==> config.mk <==
export PLATFORM = sky130hd
export DESIGN_NAME = mrs_ctrl
export DESIGN_NICKNAME = d
export VERILOG_FILES = /design/src/rtl/modbus_rtu_register_slave_macros.svh /design/src/rtl/mrs_pkg.sv /design/src/rtl/mrs_ctrl.sv
export SDC_FILE = /design/constraint.sdc
export NUM_CORES = 1
export LEC_CHECK = 0
export BUFFER_PORTS_ARGS = -buffer_cell sky130_fd_sc_hd__buf_2
export CAP_MARGIN = 5
export CORE_MARGIN = 3
export CORE_UTILIZATION = 37
export CTS_BUF_LIST = sky130_fd_sc_hd__clkbuf_8
export DETAILED_ROUTE_END_ITERATION = 7
export MAX_ROUTING_LAYER = met4
export PLACE_DENSITY = 0.87
export SYNTH_ARGS = -nofsm -noshare
export SYNTH_HDL_FRONTEND = slang
export SYNTH_SLANG_ARGS = --single-unit
==> constraint.sdc <==
create_clock -name clock -period 1.65 [get_ports clock]
set_clock_uncertainty 0.15 [all_clocks]
set_input_delay 0.2475 -clock clock [delete_from_list [all_inputs] [get_ports clock]]
set_output_delay 0.2475 -clock clock [all_outputs]
set_load 0.01 [all_outputs]
==> src/rtl/modbus_rtu_register_slave_macros.svh <==
// Assertion macros for the RTL of the register slave.
// Used by files that carry concurrent checks; no other dependencies.
`ifndef MODBUS_RTU_REGISTER_SLAVE_MACROS_SVH
`define MODBUS_RTU_REGISTER_SLAVE_MACROS_SVH
`ifndef SYNTHESIS
// Check that applies only while reset is low.
`define MRS_ASSERT(lbl, clk, rst, prop, msg) \
   lbl: assert property (@(posedge clk) disable iff (rst) prop) else $error(msg);
// Check that applies at every edge, reset included.
`define MRS_ASSERT_ALWAYS(lbl, clk, prop, msg) \
   lbl: assert property (@(posedge clk) prop) else $error(msg);
`else
`define MRS_ASSERT(lbl, clk, rst, prop, msg)
`define MRS_ASSERT_ALWAYS(lbl, clk, prop, msg)
`endif
`endif

==> src/rtl/mrs_pkg.sv <==
// Package of the register slave: codes, command and status structs, CRC step.
// No dependencies.
`timescale 1ns / 1ps
package mrs_pkg;

   localparam logic [7:0] FN_READ_HOLD    = 8'h03;
   localparam logic [7:0] FN_WRITE_SINGLE = 8'h06;
   localparam logic [7:0] FN_WRITE_MULTI  = 8'h10;

   localparam logic [7:0] EXC_ILLEGAL_FUNCTION = 8'h01;
   localparam logic [7:0] EXC_ILLEGAL_ADDRESS  = 8'h02;
   localparam logic [7:0] EXC_DEVICE_FAILURE   = 8'h04;
   localparam logic [7:0] EXC_FLAG             = 8'h80;

   localparam logic [15:0] CRC_INIT = 16'hFFFF;
   localparam logic [15:0] CRC_POLY = 16'hA001;

   localparam logic [7:0] SLAVE_ADDR_RESET = 8'h01;
   localparam int         HDR_BYTES        = 6;

   typedef logic [1:0] resp_kind_type;
   localparam resp_kind_type RESP_EXC  = 2'd0;
   localparam resp_kind_type RESP_ECHO = 2'd1;
   localparam resp_kind_type RESP_READ = 2'd2;

   // Commands from the controller to the datapath.
   typedef struct packed {
      logic          rx_ready;
      logic          clr_step;
      logic          start_resp;
      resp_kind_type kind;
      logic [7:0]    exc_code;
      logic          hr_wr_single;
      logic          fr_rd_lo;
      logic          fr_rd_hi;
      logic          hr_wr_multi;
      logic          hr_rd;
      logic          emit;
   } mrs_cmd_type;

   // Status from the datapath to the controller.
   typedef struct packed {
      logic frame_done;
      logic clr_last;
      logic len_ok;
      logic addr_ok;
      logic fn_ok;
      logic start_ok;
      logic crc_ok;
      logic is_read;
      logic is_single;
      logic read_ok;
      logic single_ok;
      logic multi_ok;
      logic multi_last;
      logic need_word;
      logic last_byte;
      logic out_free;
   } mrs_status_type;

   // One byte of CRC-16/MODBUS, bit by bit.
   function automatic logic [15:0] crc16_update(input logic [15:0] crc, input logic [7:0] data);
      logic [15:0] c;
      c = crc ^ {8'h00, data};
      for (int b = 0; b < 8; b++) begin
         c = c[0] ? ((c >> 1) ^ CRC_POLY) : (c >> 1);
      end
      return c;
   endfunction

endpackage

==> src/rtl/mrs_ctrl.sv <==
// Controller state machine of the register slave.
// Depends on mrs_pkg for the command and status structs and codes.
`timescale 1ns / 1ps
module mrs_ctrl (
   input  logic                   clock,
   input  logic                   reset,
   input  mrs_pkg::mrs_status_type st,
   output mrs_pkg::mrs_cmd_type    cmd
);

   localparam logic [3:0] S_CLEAR = 4'd0;
   localparam logic [3:0] S_RX    = 4'd1;
   localparam logic [3:0] S_CHECK = 4'd2;
   localparam logic [3:0] S_EMIT  = 4'd3;
   localparam logic [3:0] S_HRD   = 4'd4;
   localparam logic [3:0] S_HEMIT = 4'd5;
   localparam logic [3:0] S_WLO   = 4'd6;
   localparam logic [3:0] S_WHI   = 4'd7;
   localparam logic [3:0] S_WWR   = 4'd8;

   logic [3:0] state_ff, state_in;

   // Next state and commands.
   always_comb begin
      state_in = state_ff;
      cmd      = '0;
      unique case (state_ff)
         S_CLEAR: begin
            cmd.clr_step = 1'b1;
            if (st.clr_last) state_in = S_RX;
         end
         S_RX: begin
            cmd.rx_ready = 1'b1;
            if (st.frame_done) state_in = S_CHECK;
         end
         S_CHECK: begin
            cmd.kind     = mrs_pkg::RESP_EXC;
            cmd.exc_code = mrs_pkg::EXC_ILLEGAL_ADDRESS;
            state_in     = S_EMIT;
            if (!st.len_ok || !st.addr_ok) begin
               state_in = S_RX;
            end else if (!st.fn_ok) begin
               cmd.start_resp = 1'b1;
               cmd.exc_code   = mrs_pkg::EXC_ILLEGAL_FUNCTION;
            end else if (!st.start_ok) begin
               cmd.start_resp = 1'b1;
            end else if (!st.crc_ok) begin
               cmd.start_resp = 1'b1;
               cmd.exc_code   = mrs_pkg::EXC_DEVICE_FAILURE;
            end else if (st.is_read) begin
               cmd.start_resp = 1'b1;
               if (st.read_ok) cmd.kind = mrs_pkg::RESP_READ;
            end else if (st.is_single) begin
               cmd.start_resp = 1'b1;
               if (st.single_ok) begin
                  cmd.kind         = mrs_pkg::RESP_ECHO;
                  cmd.hr_wr_single = 1'b1;
               end
            end else begin
               cmd.start_resp = 1'b1;
               if (st.multi_ok) begin
                  cmd.kind = mrs_pkg::RESP_ECHO;
                  state_in = S_WLO;
               end
            end
         end
         S_EMIT: begin
            if (st.need_word) begin
               state_in = S_HRD;
            end else if (st.out_free) begin
               cmd.emit = 1'b1;
               if (st.last_byte) state_in = S_RX;
            end
         end
         S_HRD: begin
            cmd.hr_rd = 1'b1;
            state_in  = S_HEMIT;
         end
         S_HEMIT: begin
            if (st.out_free) begin
               cmd.emit = 1'b1;
               state_in = S_EMIT;
            end
         end
         S_WLO: begin
            cmd.fr_rd_lo = 1'b1;
            state_in     = S_WHI;
         end
         S_WHI: begin
            cmd.fr_rd_hi = 1'b1;
            state_in     = S_WWR;
         end
         S_WWR: begin
            cmd.hr_wr_multi = 1'b1;
            state_in        = st.multi_last ? S_EMIT : S_WLO;
         end
         default: begin
            state_in = S_CLEAR;
         end
      endcase
   end

   // State register.
   always_ff @(posedge clock) begin
      if (reset) begin
         state_ff <= S_CLEAR;
      end else begin
         state_ff <= state_in;
      end
   end

endmodule

; ---- After elaboration in Yosys (flattened, before gate mapping)
; Cells that the tools add are included.
[op_classes]
eq_ne = 13
mux = 41
n_reduce_logical = 5
[op_table]
columns = op, n
row1 = 4-bit 2-to-1 mux, 12
row2 = 4-bit case mux with 9 select lines, 1
row3 = 12-bit 2-to-1 mux, 2
row4 = 4-bit by 3-bit == test with 1-bit output (second input constant), 4
row5 = 1-bit 2-to-1 mux, 15
row6 = 11-bit 2-to-1 mux, 1
row7 = 2-bit 2-to-1 mux, 5
row8 = 3-bit 2-to-1 mux, 3
row9 = 4-bit by 2-bit == test with 1-bit output (second input constant), 2
row10 = 8-bit 2-to-1 mux, 1
row11 = 2-bit != test (second input constant), 3
row12 = 3-bit != test (second input constant), 2
row13 = 5-bit AND reduction, 1
row14 = 4-bit by 1-bit == test with 1-bit output (second input constant), 1
row15 = 4-bit == test (second input constant), 1
row16 = 4-bit zero test, 1
row17 = 1-bit zero test, 2
row18 = 1-bit case mux with 2 select lines, 1
row19 = 1-bit logical OR, 1
[totals]
regBits = 4
input_bits = 18

; ---- Depth between registers and ports, before layout
; Gate-level depths: netlist of run 1.
[depth]
ltp_word = 8
depth_mapped = 6

; ---- Worst setup path before layout of run 1
; Ideal clock, no wire load.
[synth_timing]
path_kind = reg2out
from = reg state_ff[2]
to = out cmd[14] (netlist bit)
arrival_ns = 1.460
t_required_ns = 1.252
path_slack_ns = -0.208
path_stages_with_launch = 7
path_buffers = 1
cell_sequence = dfxtp_1 -> buf_2 -> nor3_1 -> nand3_1 -> inv_2 -> nand4_1 -> o31ai_1
[synth_lines]
columns = element, line_no
row1 = from (decl), mrs_ctrl.sv:21  ; logic [3:0] state_ff, state_in;
row2 = from (signal assigned), mrs_ctrl.sv:108  ; state_ff <= state_in;
row3 = to (decl), mrs_ctrl.sv:8  ; output mrs_pkg::mrs_cmd_type cmd

==> results of run 1 <==
-- metal layers --
layer / vias to the layer above / track usage / share of wire / routed length, um
met5: - / - / 0 / 0
met1: 358 / 0.214 / 0.39 / 751
met3: 2 / 0.0456 / 0.064 / 123
li1: 366 / - / - / -
met2: 29 / 0.366 / 0.53 / 1010
met4: 0 / 0.120 / 0.017 / 32
-- Yosys cell counts (all sizes together) (2+ instances only) --
cell type  n  area share
inv        3       0.021
nand2b     7       0.083
and4       2       0.033
or3        2       0.024
nor3       6       0.057
a211o      2       0.033
nor2       6       0.043
nand3      2       0.019
nand2      7       0.050
dfxtp      4        0.15
buf        8       0.099
o21ai      2       0.026
a21oi      4       0.038
nor2b      3       0.035
-- power groups by stage --
stage | registers [W] | clock network [W] | logic, W
6_report | 0.000154 | 0.000212 | 0.000596
5_1_grt | 0.000157 | 0.000228 | 0.000649
4_1_cts | 0.000146 | 0.000217 | 0.000501
3_5_place_dp | 0.000141 | 0 | 0.000439
3_3_place_gp | 0.000140 | 0 | 0.000424
2_1_floorplan | 0.000143 | 0 | 0.000322
-- final cells by class --
cell class,instances,area [um2]
Multi-Input combinational cell,66,478
Fill cell,107,353
Timing Repair Buffer,48,325
Sequential cell,4,90.1
Clock buffer,3,41.3
Tap cell,15,18.8
Inverter,3,11.3
-- logic make-up after synthesis --
kind of cell / share of synthesized area
other: 0.00709
AND/OR/NAND/NOR: 0.478
AO/OA/AOI/OAI: 0.218
flip-flops: 0.151
buffers and inverters: 0.128
multiplexers: 0.0189
-- through the flow --
step,setup TNS [ps],instances,hold WS [ps],total power [W],worst slack (ps)
finish,-1910,139,75.0,0.000962,-279
global route,-2720,139,89.1,0.00103,-391
CTS,-1670,137,70.2,0.000864,-296
detailed placement,-386,128,312,0.000581,-158
global placement,-216,128,318,0.000564,-125
floorplan,-68.1,82,167,0.000465,-68.1
-- final timing paths --
kind | startpoint | endpoint | cells after the start
max | state_ff[3]$_SDFFE_PP0P_ | cmd[14] | 7
min | reset | state_ff[2]$_SDFFE_PP0P_ | 2
max reg2reg | state_ff[2]$_SDFFE_PP0P_ | state_ff[1]$_SDFFE_PP0P_ | 5
min reg2reg | state_ff[0]$_SDFFE_PP0P_ | state_ff[2]$_SDFFE_PP0P_ | 4
-- worst max-delay path, stage by stage, from the launching register on --
cell	delay (ps)
dfxtp_2	310
nand2b_4	150
nor3_4	140
nand3_2	130
inv_2	70
nand4_1	150
o31ai_2	200
buf_2	160
-- repair_timing --
action | CTS | global route
resized for setup | 11 | 14
buffers inserted | 6 | 4
pin swaps | 9 | 5
setup endpoints to repair | 11 | 13
gates cloned | 0 | 1
==> results.yml, run 1 <==
worst_setup_path:
  cp_max_fo: 3
  endpoint_kind: "primary output"
  cp-start-kind: "register"
  rrSetupSlack_ps: -170
  arrival_ps: 1530
  path_class: "reg -> out"
  crit_required_ps: 1250
drt:
  firstDrtPassIters: 5
  drtIter0Drc: 16
  vias: 755
  wl_per_cell_um: 13.8
  ant_nets: 0
  routed_via_density: 5.43
  wirelength_um: 1920
  drcViolationCount: 0
run:
  cap_violations: 0
sta:
  fin_crit_sh: 1.17
  hold_viol_final: 0
  rsz0062_at_grt: "yes"
  finalSetupViolations: 11
  period_needed_ps: 1930
  maxSlewViolCount: 0
  max_freq_mhz: 518
  worst_slack_ps: -279
layout:
  top_regs: "state_ff x4"
  antenna_cells: 0
  layout_common_cells: "buf_2, buf_4, nand2_1, nand2b_1, conb_1"
  area_growth_pct: 82.3
  final_common_cell: "buf_2"
  drive_above_1_share: 0.581
  top_register: "state_ff"
  final_util: 0.732
  final_nets: 144
  postLayoutCellArea_um2: 965
  largest_reg_flops: 4
status:
  violations: "setup timing"
  status: "complete, but fails checks"
clocking:
  cts_root_buf: "clkbuf_8"
  h-tree-depth: 1
  cts_buffers: 3
  clock_sinks: 4
  insertion_delay_ps: 220
  cts_tree: "done"
  clock_path_buffers: 2
  clkTransAtPathRegs_ps: 30
  ctsHoldBuffers: 0
placed_design:
  gp_congestion: 0.834
  dpl_cell_area_um2: 754
  port_buffers: 31
  place_hpwl_um: 1320
power:
  leakage_nw: 0.464
  internal_power_w: 0.000584
  p_clk_frac: 0.220
  vdd_drop_max_v: 0.000437
  switching_power_w: 0.000377
  pwr-share-comb: 0.620
  swShare: 0.392
  p_per_area_mw_per_mm2: 997
  pwr-share-seq: 0.160
yosys:
  synthDistinctLibCells: 37
  synth_edf_count: 0
  yosysSeqAreaShare: 0.151
  ys_ff_latch: 4
  async_flop_share: 0
  ys.flop_type: "dfxtp_1"
  postSynthCellCount: 78
  yosys_warnings: 0
  synth_area_um2: 529
  avgSynthCellArea_um2: 6.79
global_route:
  grt.total_usage: 0.211
  overflow: 0
  antenna_found_initial: 0
  grt_max_degree: 13
  grt_pass1_wl_um: 2940
  grt_pass1_vias: 707
floorplan:
  start_util: 0.402
  chipWidth_um: 43.8
  die_y_um: 43.8
  num_rows: 13
  dieArea_mm2: 0.00192
  pin_count: 37
  core_mm2: 0.00132
hold_path:
  hold_class: "in -> reg"
No activity file was read; power rests on OpenSTA's default activity.
==> run 2: changes to the inputs <==
- CELL_PAD_IN_SITES_DETAIL_PLACEMENT: not set -> 0
- CELL_PAD_IN_SITES_GLOBAL_PLACEMENT: not set -> 2
- CORE_UTILIZATION: 37 -> 17
- CTS_BUF_LIST: sky130_fd_sc_hd__clkbuf_8 -> sky130_fd_sc_hd__clkbuf_16
- CTS_CLUSTER_DIAMETER: not set -> 120
- PLACE_DENSITY: 0.87 -> 0.84
==> results.yml, run 2 (synthesized netlist as in run 1, its figures left out) <==
status:
  status: "complete, but fails checks"
  violations: "setup timing"
drt:
  drtIter0Drc: 14
  firstDrtPassIters: 4
  wl_per_cell_um: 13.0
  ant_nets: 0
  drcViolationCount: 0
  wirelength_um: 2150
  routed_via_density: 4.70
  vias: 781
clocking:
  cts_tree: "done"
  clock_path_buffers: 2
  clock_sinks: 4
  h-tree-depth: 1
  cts_root_buf: "clkbuf_16"
  insertion_delay_ps: 230
  cts_buffers: 3
  clkTransAtPathRegs_ps: 30
floorplan:
  core_mm2: 0.00285
  num_rows: 19
  chipWidth_um: 61.8
  die_y_um: 61.8
  dieArea_mm2: 0.00382
  pin_count: 37
  start_util: 0.186
sta:
  finalSetupViolations: 13
  rsz0062_at_grt: "yes"
  worst_pin_slew_ps: 745
  fin_crit_sh: 1.19
  hold_viol_final: 0
  worst_slack_ps: -312
  worst_slew_margin_rel: 0.496
  period_needed_ps: 1960
  max_freq_mhz: 510
  tns_ps: -2210
  maxSlewViolCount: 0
worst_setup_path:
  rrSetupSlack_ps: -100
  endpoint_kind: "primary output"
  timing.rr.end: "state_ff[0]$_SDFFE_PP0P_"
  path_class: "reg -> out"
  crit_end: "cmd[5]"
  arrival_ps: 1560
  crit_required_ps: 1250
  cp_max_fo: 2
  rr_worst_depth: 7
  crit_start: "state_ff[3]$_SDFFE_PP0P_"
  cp-start-kind: "register"
  worst_r2r_startpoint: "state_ff[3]$_SDFFE_PP0P_"
hold_path:
  hold_class: "in -> reg"
  min_from: "reset"
power:
  p_per_area_mw_per_mm2: 1110
  leakage_nw: 0.542
  vdd_drop_max_v: 0.000333
  total_power_w: 0.00131
layout:
  top_register: "state_ff"
  top_regs: "state_ff x4"
  final_nets: 155
  largest_reg_flops: 4
  antenna_cells: 0
  fill_cells: 301
  layout_common_cells: "buf_2, buf_4, buf_6, nand2_1"
  seqCellArea_um2: 90.1
  area_growth_pct: 124
  final_common_cell: "buf_2"
  drive_above_1_share: 0.681
  multi_input_area_um2: 529
placed_design:
  gp_congestion: 0.843
  place_hpwl_um: 1450
  pre_cts_ws_ps: -158
  port_buffers: 31
global_route:
  grt.total_usage: 0.123
  grt_max_degree: 12
  overflow: 0
  grt_pass1_vias: 753
  antenna_found_initial: 0
  grt_pass1_wl_um: 3350
run:
  cap_violations: 0
[run 2: layer usage]
metal / global-route usage / part of all wire / wire, um / vias up
li1: - / - / - / 391
met1: 0.139 / 0.41 / 891 / 353
met2: 0.208 / 0.48 / 1040 / 34
met3: 0.0269 / 0.088 / 189 / 3
met4: 0.0545 / 0.014 / 31 / 0
met5: - / 0 / 0 / -
[run 2: worst min path at each step]
stage | end | slack [ps] | cells past startpoint
2_1_floorplan | state_ff[2]$_SDFFE_PP0P_ | 170 | 1
3_3_place_gp | state_ff[2]$_SDFFE_PP0P_ | 340 | 2
3_5_place_dp | state_ff[2]$_SDFFE_PP0P_ | 330 | 2
4_1_cts | state_ff[2]$_SDFFE_PP0P_ | 90 | 2
5_1_grt | state_ff[2]$_SDFFE_PP0P_ | 130 | 2
6_report | state_ff[2]$_SDFFE_PP0P_ | 110 | 2
[run 2: final cells by class]
| type | count | share of cell area |
|---|---|---|
| multi-input cells | 66 | 0.447 |
| repair buffers | 59 | 0.368 |
| flip-flops and latches | 4 | 0.0761 |
| clock buffers | 3 | 0.0634 |
| well taps | 31 | 0.0328 |
| inverters | 3 | 0.0127 |
[run 2: worst max-delay path: stages, from the launching register on]
cell and delay, ps:
dfxtp_2 310, nand2b_4 140, nor3_4 130, nand3_2 100, inv_2 70, nand4_1 120
buf_4 170, nor3_2 130, buf_2 150
[run 2: metrics by stage]
stage | instance area (um2) | utilization | std cells | hold WS (ps)
6_report | 1180 | 0.415 | 166 | 111
3_5_place_dp | 790 | 0.277 | 146 | 334
5_1_grt | 1180 | 0.415 | 166 | 130
2_1_floorplan | 578 | - | 82 | 167
4_1_cts | 1040 | 0.366 | 160 | 91.8
3_3_place_gp | 790 | 0.277 | 146 | 338
[run 2: timing repair]
item,in CTS,in global routing
gates resized for setup,25,18
setup endpoints to repair,11,15
pin swaps,13,10
hold endpoints to repair,0,0
setup buffers,12,7
hold buffers,0,0
[run 2: power by group]
group,switching [W],total [W],internal (W)
Combinational,0.000330,0.000762,0.000432
Clock,0.0000794,0.000390,0.000311
Sequential,0.0000374,0.000162,0.000124
==> run 3: changes to the inputs <==
- ABC_AREA: not set -> 1
- CORE_UTILIZATION: 17 -> 16
- CTS_CLUSTER_SIZE: not set -> 28
- PLACE_DENSITY: 0.84 -> 0.85
==> results.yml, run 3 <==
worst_setup_path:
  timing.rr.end: "state_ff[1]$_SDFFE_PP0P_"
  cp_max_fo: 5
  crit_chain: "nor2_4 -> nand3_2 -> buf_4 -> buf_4 -> nor2_1 -> buf_2"
  endpoint_kind: "primary output"
  path_class: "reg -> out"
  rrSetupSlack_ps: 170
  crit_required_ps: 1250
  cpLargestDelayFamily: "buffers and inverters"
  cp_num_buf_inv: 3
  cp-start-kind: "register"
  worst_r2r_startpoint: "state_ff[0]$_SDFFE_PP0P_"
  max_stage_delay_ps: 360
  rr_worst_depth: 8
  crit_slowest_cell: "dfxtp_4"
  arrival_ps: 1290
  crit_path_frequent_cell: "buf_4"
global_route:
  overflow: 0
  grt_pass1_vias: 687
  antenna_found_initial: 0
  grt_max_degree: 7
  grt_pass1_wl_um: 2860
  grt.total_usage: 0.0926
placed_design:
  place_hpwl_um: 1390
  dp_cells: 178
  gp_congestion: 0.795
  port_buffers: 31
  dpl_cell_area_um2: 748
drt:
  wirelength_um: 1760
  wl_per_cell_um: 9.33
  drtIter0Drc: 26
  vias: 722
  firstDrtPassIters: 4
  drcViolationCount: 0
  routed_via_density: 3.82
  ant_nets: 0
clocking:
  ctsHoldBuffers: 0
  clkTransAtPathRegs_ps: 30
  h-tree-depth: 1
  cts_buffers: 3
  cts_tree: "done"
  cts_root_buf: "clkbuf_16"
  insertion_delay_ps: 230
  clock_sinks: 4
  clock_path_buffers: 2
status:
  status: "complete, but fails checks"
  violations: "setup timing"
layout:
  instances_no_fill: 189
  drive_above_1_share: 0.455
  seqCellArea_um2: 87.6
  postLayoutCellArea_um2: 912
  final_common_cell: "buf_2"
  top_register: "state_ff"
  area_growth_pct: 67.2
  multi_input_area_um2: 384
  layout_common_cells: "buf_2, nand2_1, inv_1, nor2_1"
  top_regs: "state_ff x4"
  largest_reg_flops: 4
  final_nets: 165
  final_util: 0.289
  antenna_cells: 0
  fill_cells: 382
hold_path:
  min_path_cells: 2
  min_from: "reset"
  hold_class: "in -> reg"
  hold_end: "state_ff[0]$_SDFFE_PP0P_"
yosys:
  postSynthCellCount: 102
  yosysSeqAreaShare: 0.147
  synth_edf_count: 0
  yosys-top-cells-area: "nand2_1, dfxtp_1, inv_1, nor2_1, nand3_1"
  async_flop_share: 0
  avgSynthCellArea_um2: 5.35
  synth_area_um2: 546
  ys_ff_latch: 4
  synthTopCellsByCount: "nand2_1, inv_1, nor2_1, nand3_1"
  yosys_warnings: 0
  yosysMostFrequentCell: "nand2_1"
  synthDistinctLibCells: 17
  synth_top_area_cell: "nand2_1"
  synth_top_area_share: 0.179
  ys.flop_type: "dfxtp_1"
power:
  p_per_area_mw_per_mm2: 1160
  vdd_drop_max_v: 0.000221
  total_power_w: 0.00106
  leakage_nw: 0.554
floorplan:
  num_rows: 20
  core_mm2: 0.00315
  chipWidth_um: 64.4
  die_y_um: 64.4
  start_util: 0.173
  dieArea_mm2: 0.00415
  pin_count: 37
sta:
  worst_slack_ps: -33.1
  fin_crit_sh: 1.02
  maxSlewViolCount: 0
  finalSetupViolations: 2
  rsz0062_at_grt: "yes"
  period_needed_ps: 1680
  hold_viol_final: 0
  max_freq_mhz: 594
run:
  cap_violations: 0
## run 3: layer usage
metal / global-route usage / wire length [um] / share of wire
met1: 0.102 / 784 / 0.44
met2: 0.155 / 831 / 0.47
met3: 0.0228 / 116 / 0.066
met4: 0.0475 / 32 / 0.018
met5: - / 0 / 0
## run 3: area by class of cell
cell class,count,area share
tap,44,0.0604
inverter,21,0.0878
clock buffer,3,0.0823
sequential,4,0.0960
multi-input combinational,76,0.421
timing repair buffer,41,0.252
## run 3: logic make-up (layout without fill, tap and decap cells)
| kind of cell | count (synthesis) | after routing | synth area share |
|---|---|---|---|
| flops | 4 | 4 | 0.147 |
| buf+inv | 26 | 65 | 0.216 |
| compound gates | 6 | 6 | 0.0688 |
| other cells | 1 | 5 | 0.00687 |
| simple gates | 65 | 65 | 0.562 |
## run 3: worst max-delay path by stage
stage               cells after the start                     start      end
floorplan                               6  state_ff[1]$_SDFFE_PP0P_  cmd[15]
global placement                        6  state_ff[0]$_SDFFE_PP0P_  cmd[14]
detailed placement                      6  state_ff[0]$_SDFFE_PP0P_  cmd[14]
CTS                                     7  state_ff[1]$_SDFFE_PP0P_  cmd[14]
global route                            7  state_ff[1]$_SDFFE_PP0P_  cmd[14]
finish                                  6  state_ff[0]$_SDFFE_PP0P_   cmd[6]
## run 3: repair_timing
| item | 4_1_cts | 5_1_grt |
|---|---|---|
| gates cloned | 0 | 0 |
| pin swaps | 2 | 2 |
| setup endpoints to repair | 6 | 7 |
| setup buffers | 4 | 4 |
| resized for setup | 7 | 3 |
## run 3: per-stage QoR
step | hold slack [ps] | setup WS (ps) | TNS [ps]
2_1_floorplan | 167 | 124 | 0
3_3_place_gp | 321 | 148 | 0
3_5_place_dp | 325 | 102 | 0
4_1_cts | 81.6 | -48.3 | -96.2
5_1_grt | 96.7 | -104 | -350
6_report | 78.1 | -33.1 | -57.6
## run 3: power breakdown
group	leakage, nW	switching, W	internal, W
Clock	0.0370	0.0000757	0.000310
Combinational	0.483	0.000296	0.000209
Sequential	0.0347	0.0000353	0.000131
Total	0.554	0.000407	0.000651
